--- config.mk ---
export PLATFORM = sky130hd
export DESIGN_NAME = collatz_trajectory_stats
export DESIGN_NICKNAME = d
export VERILOG_FILES = /design/src/hw/rtl/cts_pkg.sv /design/src/hw/rtl/collatz_trajectory_stats.sv /design/src/hw/rtl/cts_alu.sv
export SDC_FILE = /design/constraint.sdc
export NUM_CORES = 1
export LEC_CHECK = 0
export BUFFER_PORTS_ARGS = -buffer_cell sky130_fd_sc_hd__buf_2
export CORE_MARGIN = 2
export CORE_UTILIZATION = 50
export DETAILED_ROUTE_END_ITERATION = 10
export GPL_ROUTABILITY_DRIVEN = 0
export PLACE_DENSITY = 0.69
export SYNTH_ARGS = -nofsm -noshare
export SYNTH_HDL_FRONTEND = slang
export SYNTH_HIERARCHICAL = 1
export SYNTH_SLANG_ARGS = --single-unit
--- constraint.sdc ---
create_clock -name clock -period 21.7 [get_ports clock]
set_clock_uncertainty 0.15 [all_clocks]
set_input_delay 5.425 -clock clock [delete_from_list [all_inputs] [get_ports clock]]
set_output_delay 5.425 -clock clock [all_outputs]
set_load 0.01 [all_outputs]
--- src/hw/rtl/cts_pkg.sv ---
`timescale 1ns / 1ps

package cts_pkg;

   localparam int VALUE_WIDTH = 128;
   localparam int COUNT_WIDTH = 16;
   localparam int START_WIDTH = 64;
   localparam int FIELD_WIDTH = 16;

   typedef logic [VALUE_WIDTH-1:0] value_type;
   typedef logic [COUNT_WIDTH-1:0] count_type;
   typedef logic [START_WIDTH-1:0] start_type;

   // sequencer states, one-hot
   typedef enum logic [3:0] {
      ST_IDLE   = 4'b0001,
      ST_TRIPLE = 4'b0010,
      ST_HALVE  = 4'b0100,
      ST_DONE   = 4'b1000
   } state_type;

   // flags from the shared step unit to the sequencer
   typedef struct packed {
      logic overflow;
      logic below_start;
      logic halved_above_one;
      logic halved_odd;
      logic x_above_peak;
   } alu_status_type;

   function automatic count_type sat_inc(count_type c);
      if (&c) begin
         return c;
      end else begin
         return count_type'(c + 1'b1);
      end
   endfunction

   function automatic logic [FIELD_WIDTH-1:0] clip_field(count_type c);
      if ((c >> FIELD_WIDTH) != '0) begin
         return '1;
      end else begin
         return FIELD_WIDTH'(c);
      end
   endfunction

endpackage

--- src/hw/rtl/collatz_trajectory_stats.sv ---
`timescale 1ns / 1ps

// Collatz trajectory statistics. A request is taken when start is high while
// busy is low; the block then walks the 3x+1 trajectory of req_start_value on
// a 128-bit value until it reaches 1, using one shared step unit under a small
// sequencer. Each 3x+1 and each halving is a step in its own state, and busy
// stays high through every step and through the done state that follows; a
// start of 0 or 1 goes straight to the done state. An overflow ends the walk
// at the 3x+1 that did not fit, and then reports total_steps as zero. The
// result shows on the rsp_ ports for exactly one cycle with rsp_strobe high
// and must be captured then: it is held only until the next request is taken.
// busy is high during that cycle, so the next request is taken the cycle after.
// When overflow_flag is set all other fields are zero; stop_time and
// stopping_value are zero when has_stop is zero.
module collatz_trajectory_stats (
   input  logic                  clock,
   input  logic                  reset,
   input  logic                  start,
   output logic                  busy,
   input  cts_pkg::start_type    req_start_value,
   output logic                  rsp_strobe,
   output logic [63:0]           rsp_peak_high,
   output logic [63:0]           rsp_peak_low,
   output logic [15:0]           rsp_total_steps,
   output logic [15:0]           rsp_stop_time,
   output logic [63:0]           rsp_stopping_value,
   output logic                  rsp_has_stop,
   output logic                  rsp_overflow_flag
);
   import cts_pkg::*;

   localparam int WIDE_WIDTH = (VALUE_WIDTH > 128) ? VALUE_WIDTH : 128;

   state_type      state_ff, state_in;
   value_type      x_ff, x_in;
   value_type      peak_ff, peak_in;
   start_type      start_ff, start_in;
   count_type      steps_ff, steps_in;
   count_type      halv_ff, halv_in;
   count_type      stop_time_ff, stop_time_in;
   start_type      stop_val_ff, stop_val_in;
   logic           stop_seen_ff, stop_seen_in;
   logic           ovf_ff, ovf_in;

   value_type      tripled;
   value_type      halved;
   alu_status_type alu_st;
   logic           accept;
   logic [WIDE_WIDTH-1:0] peak_wide;

   cts_alu u_alu (
      .x           (x_ff),
      .peak        (peak_ff),
      .start_value (start_ff),
      .tripled     (tripled),
      .halved      (halved),
      .status      (alu_st)
   );

   assign accept = start && (state_ff == ST_IDLE);

   // sequencer
   always_comb begin
      state_in     = state_ff;
      x_in         = x_ff;
      peak_in      = peak_ff;
      start_in     = start_ff;
      steps_in     = steps_ff;
      halv_in      = halv_ff;
      stop_time_in = stop_time_ff;
      stop_val_in  = stop_val_ff;
      stop_seen_in = stop_seen_ff;
      ovf_in       = ovf_ff;
      case (state_ff)
         ST_IDLE: begin
            if (accept) begin
               // fresh trajectory
               x_in         = VALUE_WIDTH'(req_start_value);
               peak_in      = VALUE_WIDTH'(req_start_value);
               start_in     = req_start_value;
               steps_in     = '0;
               halv_in      = '0;
               stop_time_in = '0;
               stop_val_in  = '0;
               stop_seen_in = 1'b0;
               ovf_in       = 1'b0;
               if (!(|req_start_value[START_WIDTH-1:1])) begin
                  state_in = ST_DONE;
               end else if (req_start_value[0]) begin
                  state_in = ST_TRIPLE;
               end else begin
                  state_in = ST_HALVE;
               end
            end
         end
         ST_TRIPLE: begin
            if (alu_st.overflow) begin
               ovf_in   = 1'b1;
               state_in = ST_DONE;
            end else begin
               // 3x+1 is even and above one: always halve next
               x_in     = tripled;
               steps_in = sat_inc(steps_ff);
               state_in = ST_HALVE;
            end
         end
         ST_HALVE: begin
            // peak only moves after a 3x+1, harmless to check every halving
            if (alu_st.x_above_peak) begin
               peak_in = x_ff;
            end
            x_in     = halved;
            steps_in = sat_inc(steps_ff);
            halv_in  = sat_inc(halv_ff);
            if (!stop_seen_ff && alu_st.below_start) begin
               stop_seen_in = 1'b1;
               stop_time_in = sat_inc(halv_ff);
               stop_val_in  = halved[START_WIDTH-1:0];
            end
            if (!alu_st.halved_above_one) begin
               state_in = ST_DONE;
            end else if (alu_st.halved_odd) begin
               state_in = ST_TRIPLE;
            end else begin
               state_in = ST_HALVE;
            end
         end
         ST_DONE: begin
            state_in = ST_IDLE;
         end
         default: begin
            state_in = ST_IDLE;
         end
      endcase
   end

   always_ff @(posedge clock) begin
      if (reset) begin
         state_ff     <= ST_IDLE;
         ovf_ff       <= 1'b0;
         stop_seen_ff <= 1'b0;
      end else begin
         state_ff     <= state_in;
         ovf_ff       <= ovf_in;
         stop_seen_ff <= stop_seen_in;
      end
   end

   // datapath registers, no reset needed
   always_ff @(posedge clock) begin
      x_ff         <= x_in;
      peak_ff      <= peak_in;
      start_ff     <= start_in;
      steps_ff     <= steps_in;
      halv_ff      <= halv_in;
      stop_time_ff <= stop_time_in;
      stop_val_ff  <= stop_val_in;
   end

   // result; rsp_strobe marks the done cycle only
   assign busy       = (state_ff != ST_IDLE);
   assign rsp_strobe = (state_ff == ST_DONE);
   assign peak_wide  = WIDE_WIDTH'(peak_ff);

   assign rsp_peak_high      = ovf_ff ? '0 : peak_wide[127:64];
   assign rsp_peak_low       = ovf_ff ? '0 : peak_wide[63:0];
   assign rsp_total_steps    = ovf_ff ? '0 : clip_field(steps_ff);
   assign rsp_stop_time      = (ovf_ff || !stop_seen_ff) ? '0 : clip_field(stop_time_ff);
   assign rsp_stopping_value = (ovf_ff || !stop_seen_ff) ? '0 : stop_val_ff;
   assign rsp_has_stop       = !ovf_ff && stop_seen_ff;
   assign rsp_overflow_flag  = ovf_ff;

   // done lasts one cycle, then the block is ready again
   a_done_one_cycle: assert property (@(posedge clock) disable iff (reset)
      rsp_strobe |=> !busy)
      else $error("result strobe longer than one cycle");

   // a taken request always makes the block busy
   a_accept_busy: assert property (@(posedge clock) disable iff (reset)
      (start && !busy) |=> busy)
      else $error("request taken without going busy");

   // the recorded stop value lies below the start
   a_stop_below: assert property (@(posedge clock) disable iff (reset)
      (rsp_strobe && stop_seen_ff && !ovf_ff) |-> (stop_val_ff < start_ff))
      else $error("stop value not below start");

   // the peak never falls under the start
   a_peak_ge_start: assert property (@(posedge clock) disable iff (reset)
      (rsp_strobe && !ovf_ff) |-> (peak_ff >= VALUE_WIDTH'(start_ff)))
      else $error("peak below start");

   // halving count never exceeds the step count
   a_halv_le_steps: assert property (@(posedge clock) disable iff (reset)
      rsp_strobe |-> (halv_ff <= steps_ff))
      else $error("more halvings than steps");

endmodule

--- src/hw/rtl/cts_alu.sv ---
`timescale 1ns / 1ps

// shared step unit: 3x+1 with carry check, halving, and the two compares
module cts_alu (
   input  cts_pkg::value_type      x,
   input  cts_pkg::value_type      peak,
   input  cts_pkg::start_type      start_value,
   output cts_pkg::value_type      tripled,
   output cts_pkg::value_type      halved,
   output cts_pkg::alu_status_type status
);
   import cts_pkg::*;

   logic [VALUE_WIDTH+1:0] sum;
   value_type              start_ext;

   // 3x+1 = x + (2x+1), two guard bits catch the carry out
   assign sum       = (VALUE_WIDTH+2)'(x) + (VALUE_WIDTH+2)'({x, 1'b1});
   assign tripled   = sum[VALUE_WIDTH-1:0];
   assign halved    = x >> 1;
   assign start_ext = VALUE_WIDTH'(start_value);

   assign status.overflow         = |sum[VALUE_WIDTH+1:VALUE_WIDTH];
   assign status.below_start      = halved < start_ext;
   assign status.halved_above_one = |halved[VALUE_WIDTH-1:1];
   assign status.halved_odd       = halved[0];
   assign status.x_above_peak     = x > peak;

endmodule
==> results of run 1 <==
-- worst paths after layout --
kind	from	to	slack (ps)	cells after the start
max	rsp_overflow_flag	rsp_stopping_value[39]	13360	4
min	stop_seen_ff	stop_seen_ff	370	2
max reg2reg	x_ff[2]	steps_ff[4]	15270	17
min reg2reg	stop_seen_ff	stop_seen_ff	370	2
-- flip-flops by register name, indices dropped and copies added (netlist names) --
| register | cells |
|---|---|
| halv_ff | 16 |
| peak_ff | 128 |
| rsp_overflow_flag | 1 |
| start_ff | 64 |
| state_ff | 4 |
| steps_ff | 16 |
| stop_seen_ff | 1 |
| stop_time_ff | 16 |
| stop_val_ff | 64 |
| x_ff | 128 |
-- power by group --
part           switching (mW)  internal (mW)  total [mW]
clock network           0.358          0.516       0.874
logic                   0.742          0.457        1.20
registers               0.127           1.06        1.18
-- Yosys cell counts (9+ instances only) --
| library cell | n |
|---|---|
| o21ai_1 | 15 |
| nor2b_1 | 173 |
| o211ai_1 | 11 |
| a21oi_1 | 257 |
| and2_1 | 213 |
| mux2i_1 | 9 |
| o21bai_1 | 43 |
| xnor2_1 | 77 |
| xor2_1 | 48 |
| nor4_1 | 33 |
| a31oi_1 | 14 |
| buf_2 | 46 |
| a22o_1 | 64 |
| inv_1 | 363 |
| a221o_1 | 69 |
| a21o_1 | 143 |
| a211oi_1 | 16 |
| nand4_1 | 133 |
| or3_1 | 10 |
| nor2_1 | 136 |
| buf_4 | 130 |
| o21a_1 | 15 |
| and3_1 | 11 |
| clkbuf_1 | 116 |
| nor3_1 | 39 |
| edfxtp_1 | 432 |
| ha_1 | 393 |
| o31ai_1 | 12 |
| nand3_1 | 37 |
| nand2_1 | 361 |
| o21ai_0 | 122 |
| nand2b_1 | 33 |
| a21boi_0 | 9 |
-- worst max-delay path: stages, from the launching register on --
cell and delay [ps]:
dfxtp_4 610, nor2b_4 730, buf_4 470, and2_1 200, buf_2 130
-- routing by layer --
metal  vias up  global-route usage  routed length (um)  part of all wire
met1     13300               0.345               40900              0.42
met4         2               0.112                3960             0.041
met5         -                   0                  13           0.00013
met2       923               0.453               46700              0.48
met3       189              0.0346                5650             0.058
li1      13300                   -                   -                 -
-- logic make-up after synthesis --
| logic type | count (synthesis) | share of synthesized area |
|---|---|---|
| DFF | 438 | 0.378 |
| buffers and inverters | 657 | 0.0870 |
| AOI/OAI and AO/OA | 876 | 0.175 |
| and+or+nand+nor | 1210 | 0.183 |
| other | 1 | 0.000108 |
| adders and majority gates | 394 | 0.143 |
| xor gates and xnor gates | 125 | 0.0316 |
| muxes | 9 | 0.00260 |
-- cell usage in the layout, fill, tap and decap left out, types with 64 or more instances in the layout --
master,Yosys,routed
a21o_1,143,143
a21oi_1,257,257
a221o_1,69,69
a22o_1,64,64
and2_1,213,213
buf_2,46,294
edfxtp_1,432,432
ha_1,393,393
inv_1,363,362
nand2_1,361,360
nand4_1,133,133
nor2_1,136,135
nor2b_1,173,172
o21ai_0,122,121
xnor2_1,77,77
-- cell type report --
| cell class | instances | area (sq um) | share of cell area |
|---|---|---|---|
| antenna | 2 | 5.00 | 0.000134 |
| clock buffer | 66 | 1380 | 0.0367 |
| clock inverter | 27 | 285 | 0.00761 |
| inverter | 363 | 1360 | 0.0364 |
| multi-input combinational | 2615 | 18600 | 0.496 |
| sequential | 438 | 13100 | 0.349 |
| tap | 931 | 1160 | 0.0311 |
| timing repair buffer | 312 | 1610 | 0.0429 |
==> out/results.ini, run 1 <==
[clocking]
cts_sinks = 438
cts_buffers = 50
clk_pin_slew_ps = 60
cts_tree = built
post-cts-setup-buffers = 0
root_buffer = clkbuf_16
htree_num_levels = 2
clockBufferDepth = 3
clock_latency_ps = 610
post_cts_resized = 0
cts_hold_buf = 0

[floorplanning]
die_w_um = 267
die_area_sq_um = 71400
fp.coreArea_sq_um = 68600
rows = 96
ios = 295
fp.dieH_um = 267
start_util = 0.505

[synth]
netlist_top_cells_area = edfxtp_1 37%, ha_1 14%, inv_1 3.9%
synth_top_cell_by_area = edfxtp_1
synth_edf_count = 432
synthFlopType = edfxtp_1
ys_seq_area_frac = 0.378
ys_types = 93
netlist_area_sq_um = 34600
synth_top_area_share = 0.375
syn_inst = 3710
synth_seq_cells = 438
synth_fp_nets = 4171
async_flop_share = 0
postSynthAreaPerCell_sq_um = 9.33
ys_warn_count = 6

[route]
remaining_drc_errors = 0
postRouteAntennaNets = 0
viasPerCell = 5.82
wl_um = 97200
routedWlPerCell_um = 20.5
drtPass1Iterations = 8
via_count = 27700
drtIter0Drc = 2512

[power_and_ir_drop]
p_per_area_nw_per_um2 = 86.9
finalPower_mw = 3.26
ir_worst_vdd_v = 0.0000724
leakage_nw = 16.9

[timing]
fin_ws_ps = 13360
holdWs_ps = 366
hold_viol_final = 0
post-route-period-util = 0.384
tns_ps = 0
report.final.setup_viol = 0
worstMarginPinSlew_ps = 1180
rsz0062_at_grt = false
min_period_ps = 8340
max_clock_freq_ghz = 0.120
relSlewSlack = 0.209
final_max_slew_viol_count = 0

[setup_path]
endpoint_kind = primary output
crit_path_max_fanout = 75
cp.arrival_ps = 2760
critPathKind = flop to primary output
cp_data_required_time_ps = 16120
critPathLaunchType = flop

[grt]
antenna_found_initial = 4
grt_pass1_wl_um = 150000
grt_pass1_vias = 26400
grt_max_degree = 95
grt.total_usage = 0.267
grt_overflow = 0

[cells_and_area]
nets = 4241
fin_util = 0.546
syn_to_final_growth_pct = 8.26
design_area_sq_um = 37500
final_cells = 4754
layout-drive-gt1-share = 0.112
nFillCells = 6227

[job]
cap_violations = 0

[placed_design]
dpl.cell_count = 4659
place_area_sq_um = 35800
place_hpwl_um = 72200
preCtsSetupSlack_ps = 13820
port_buffers = 294

[worst_hold_path]
hold_path_class = flop to flop

[run_status]
outcome = completed

(Power assumes the default switching activity.)
==> run 2, diff against run 1 <==
Clock period 21.7 ns to 8 ns, I/O delays scaled along.
==> run 2 against run 1 <==
Against the previous run: cell count barely moved; combinational power rose to 2.8 times the previous value; register-to-register slack got worse by 13000 ps; sequential cell count unchanged; non-clock buffer count down 1; clock-buffer cell count is 7 lower; clock power rose to 2.7 times the previous value; design area about the same; largest power group unchanged.
==> out/results.ini, run 2 (synthesis gave the netlist of run 1 again) <==
[grt]
grt.total_usage = 0.270
grt_pass1_wl_um = 151000
grt_max_degree = 118
antenna_found_initial = 4
grt_pass1_vias = 26400
grt_overflow = 0

[clocking]
clk_pin_slew_ps = 60
post-cts-setup-buffers = 0
htree_num_levels = 2
cts_buffers = 51
root_buffer = clkbuf_16
clockBufferDepth = 3
cts_hold_buf = 0
clock_latency_ps = 610
cts_sinks = 438
post_cts_resized = 0
cts_tree = built

[floorplanning]
start_util = 0.505
die_w_um = 267
fp.coreArea_sq_um = 68600
rows = 96
fp.dieH_um = 267
die_area_sq_um = 71400
ios = 295

[power_and_ir_drop]
leakage_nw = 16.9
ir_worst_vdd_v = 0.000167
finalPower_mw = 8.86
p_per_area_nw_per_um2 = 236

[route]
remaining_drc_errors = 0
viasPerCell = 5.86
wl_um = 98500
routedWlPerCell_um = 20.7
drtPass1Iterations = 5
postRouteAntennaNets = 0
via_count = 27900
drtIter0Drc = 2336

[timing]
relSlewSlack = 0.183
hold_viol_final = 0
tns_ps = 0
rsz0062_at_grt = false
post-route-period-util = 0.719
max_clock_freq_ghz = 0.174
report.final.setup_viol = 0
final_max_slew_viol_count = 0
worstMarginPinSlew_ps = 1230
min_period_ps = 5750

[setup_path]
ff2ff_path_depth = 16
endpoint_kind = flop
crit_path_max_fanout = 117
critPathKind = flop to flop
critPathLaunchType = flop
cp.arrival_ps = 5820
cp_data_required_time_ps = 8070

[cells_and_area]
nFillCells = 6241
layout-drive-gt1-share = 0.113
layout_commonest_cell = edfxtp_1
ff_latch_area_sq_um = 13100
syn_to_final_growth_pct = 8.37
nets = 4241
top_regs = peak_ff: 128 flops, x_ff: 128 flops
layout_common_cells = 432 x edfxtp_1, 393 x ha_1, 362 x inv_1, 360 x nand2_1, 294 x buf_2
final_cells = 4756
multiInputGateArea_sq_um = 18600

[placed_design]
dpl.cell_count = 4658
port_buffers = 294
place_hpwl_um = 73000

[job]
cap_violations = 0

[worst_hold_path]
hold_path_class = flop to flop
hold_depth = 2

[run_status]
outcome = completed

## run 2: through the flow
stage	hold WS (ps)	setup slack, ps	area [sq um]	utilization
after global routing	399	2140	37500	0.547
after global placement	350	2600	35800	0.522
after CTS	361	2440	37500	0.547
final	362	2250	37500	0.547
after floorplan	289	403	34600	-
after detailed placement	354	2460	35800	0.522
## run 2: worst max-delay path, stage by stage (launching register included)
cell       delay [ps]
edfxtp_1          510
inv_1              80
ha_1              360
a21oi_1           140
nand2_1           120
a221oi_2          440
o21ai_1           210
o21a_1            250
o2111ai_1         520
a21oi_1           240
or3_1             430
a21o_1            220
a31oi_1           200
xnor2_1           130
nand2_1           210
a221oi_4          390
buf_12            430
## run 2: final timing paths
| kind | startpoint | to | slack (ps) |
|---|---|---|---|
| min reg2reg | stop_seen_ff | stop_seen_ff | 360 |
| max reg2reg | x_ff[2] | steps_ff[13] | 2250 |
| max | x_ff[2] | steps_ff[13] | 2250 |
| min | stop_seen_ff | stop_seen_ff | 360 |
## run 2: routing by layer
metal | track usage | share of wire | vias up
met5 | 0 | 0.00012 | -
met4 | 0.103 | 0.039 | 2
met3 | 0.0328 | 0.057 | 196
met2 | 0.458 | 0.49 | 1050
met1 | 0.352 | 0.42 | 13300
li1 | - | - | 13300
## run 2: final cells by class
class,instances,area share
multi-input combinational,2615,0.495
sequential,438,0.349
timing repair buffer,311,0.0433
inverter,363,0.0363
clock buffer,59,0.0360
tap,931,0.0311
clock inverter,36,0.00891
antenna,3,0.000200
## run 2: power breakdown
part	switching (mW)	internal (mW)
Combinational	2.06	1.25
Sequential	0.308	2.87
Clock	0.989	1.40
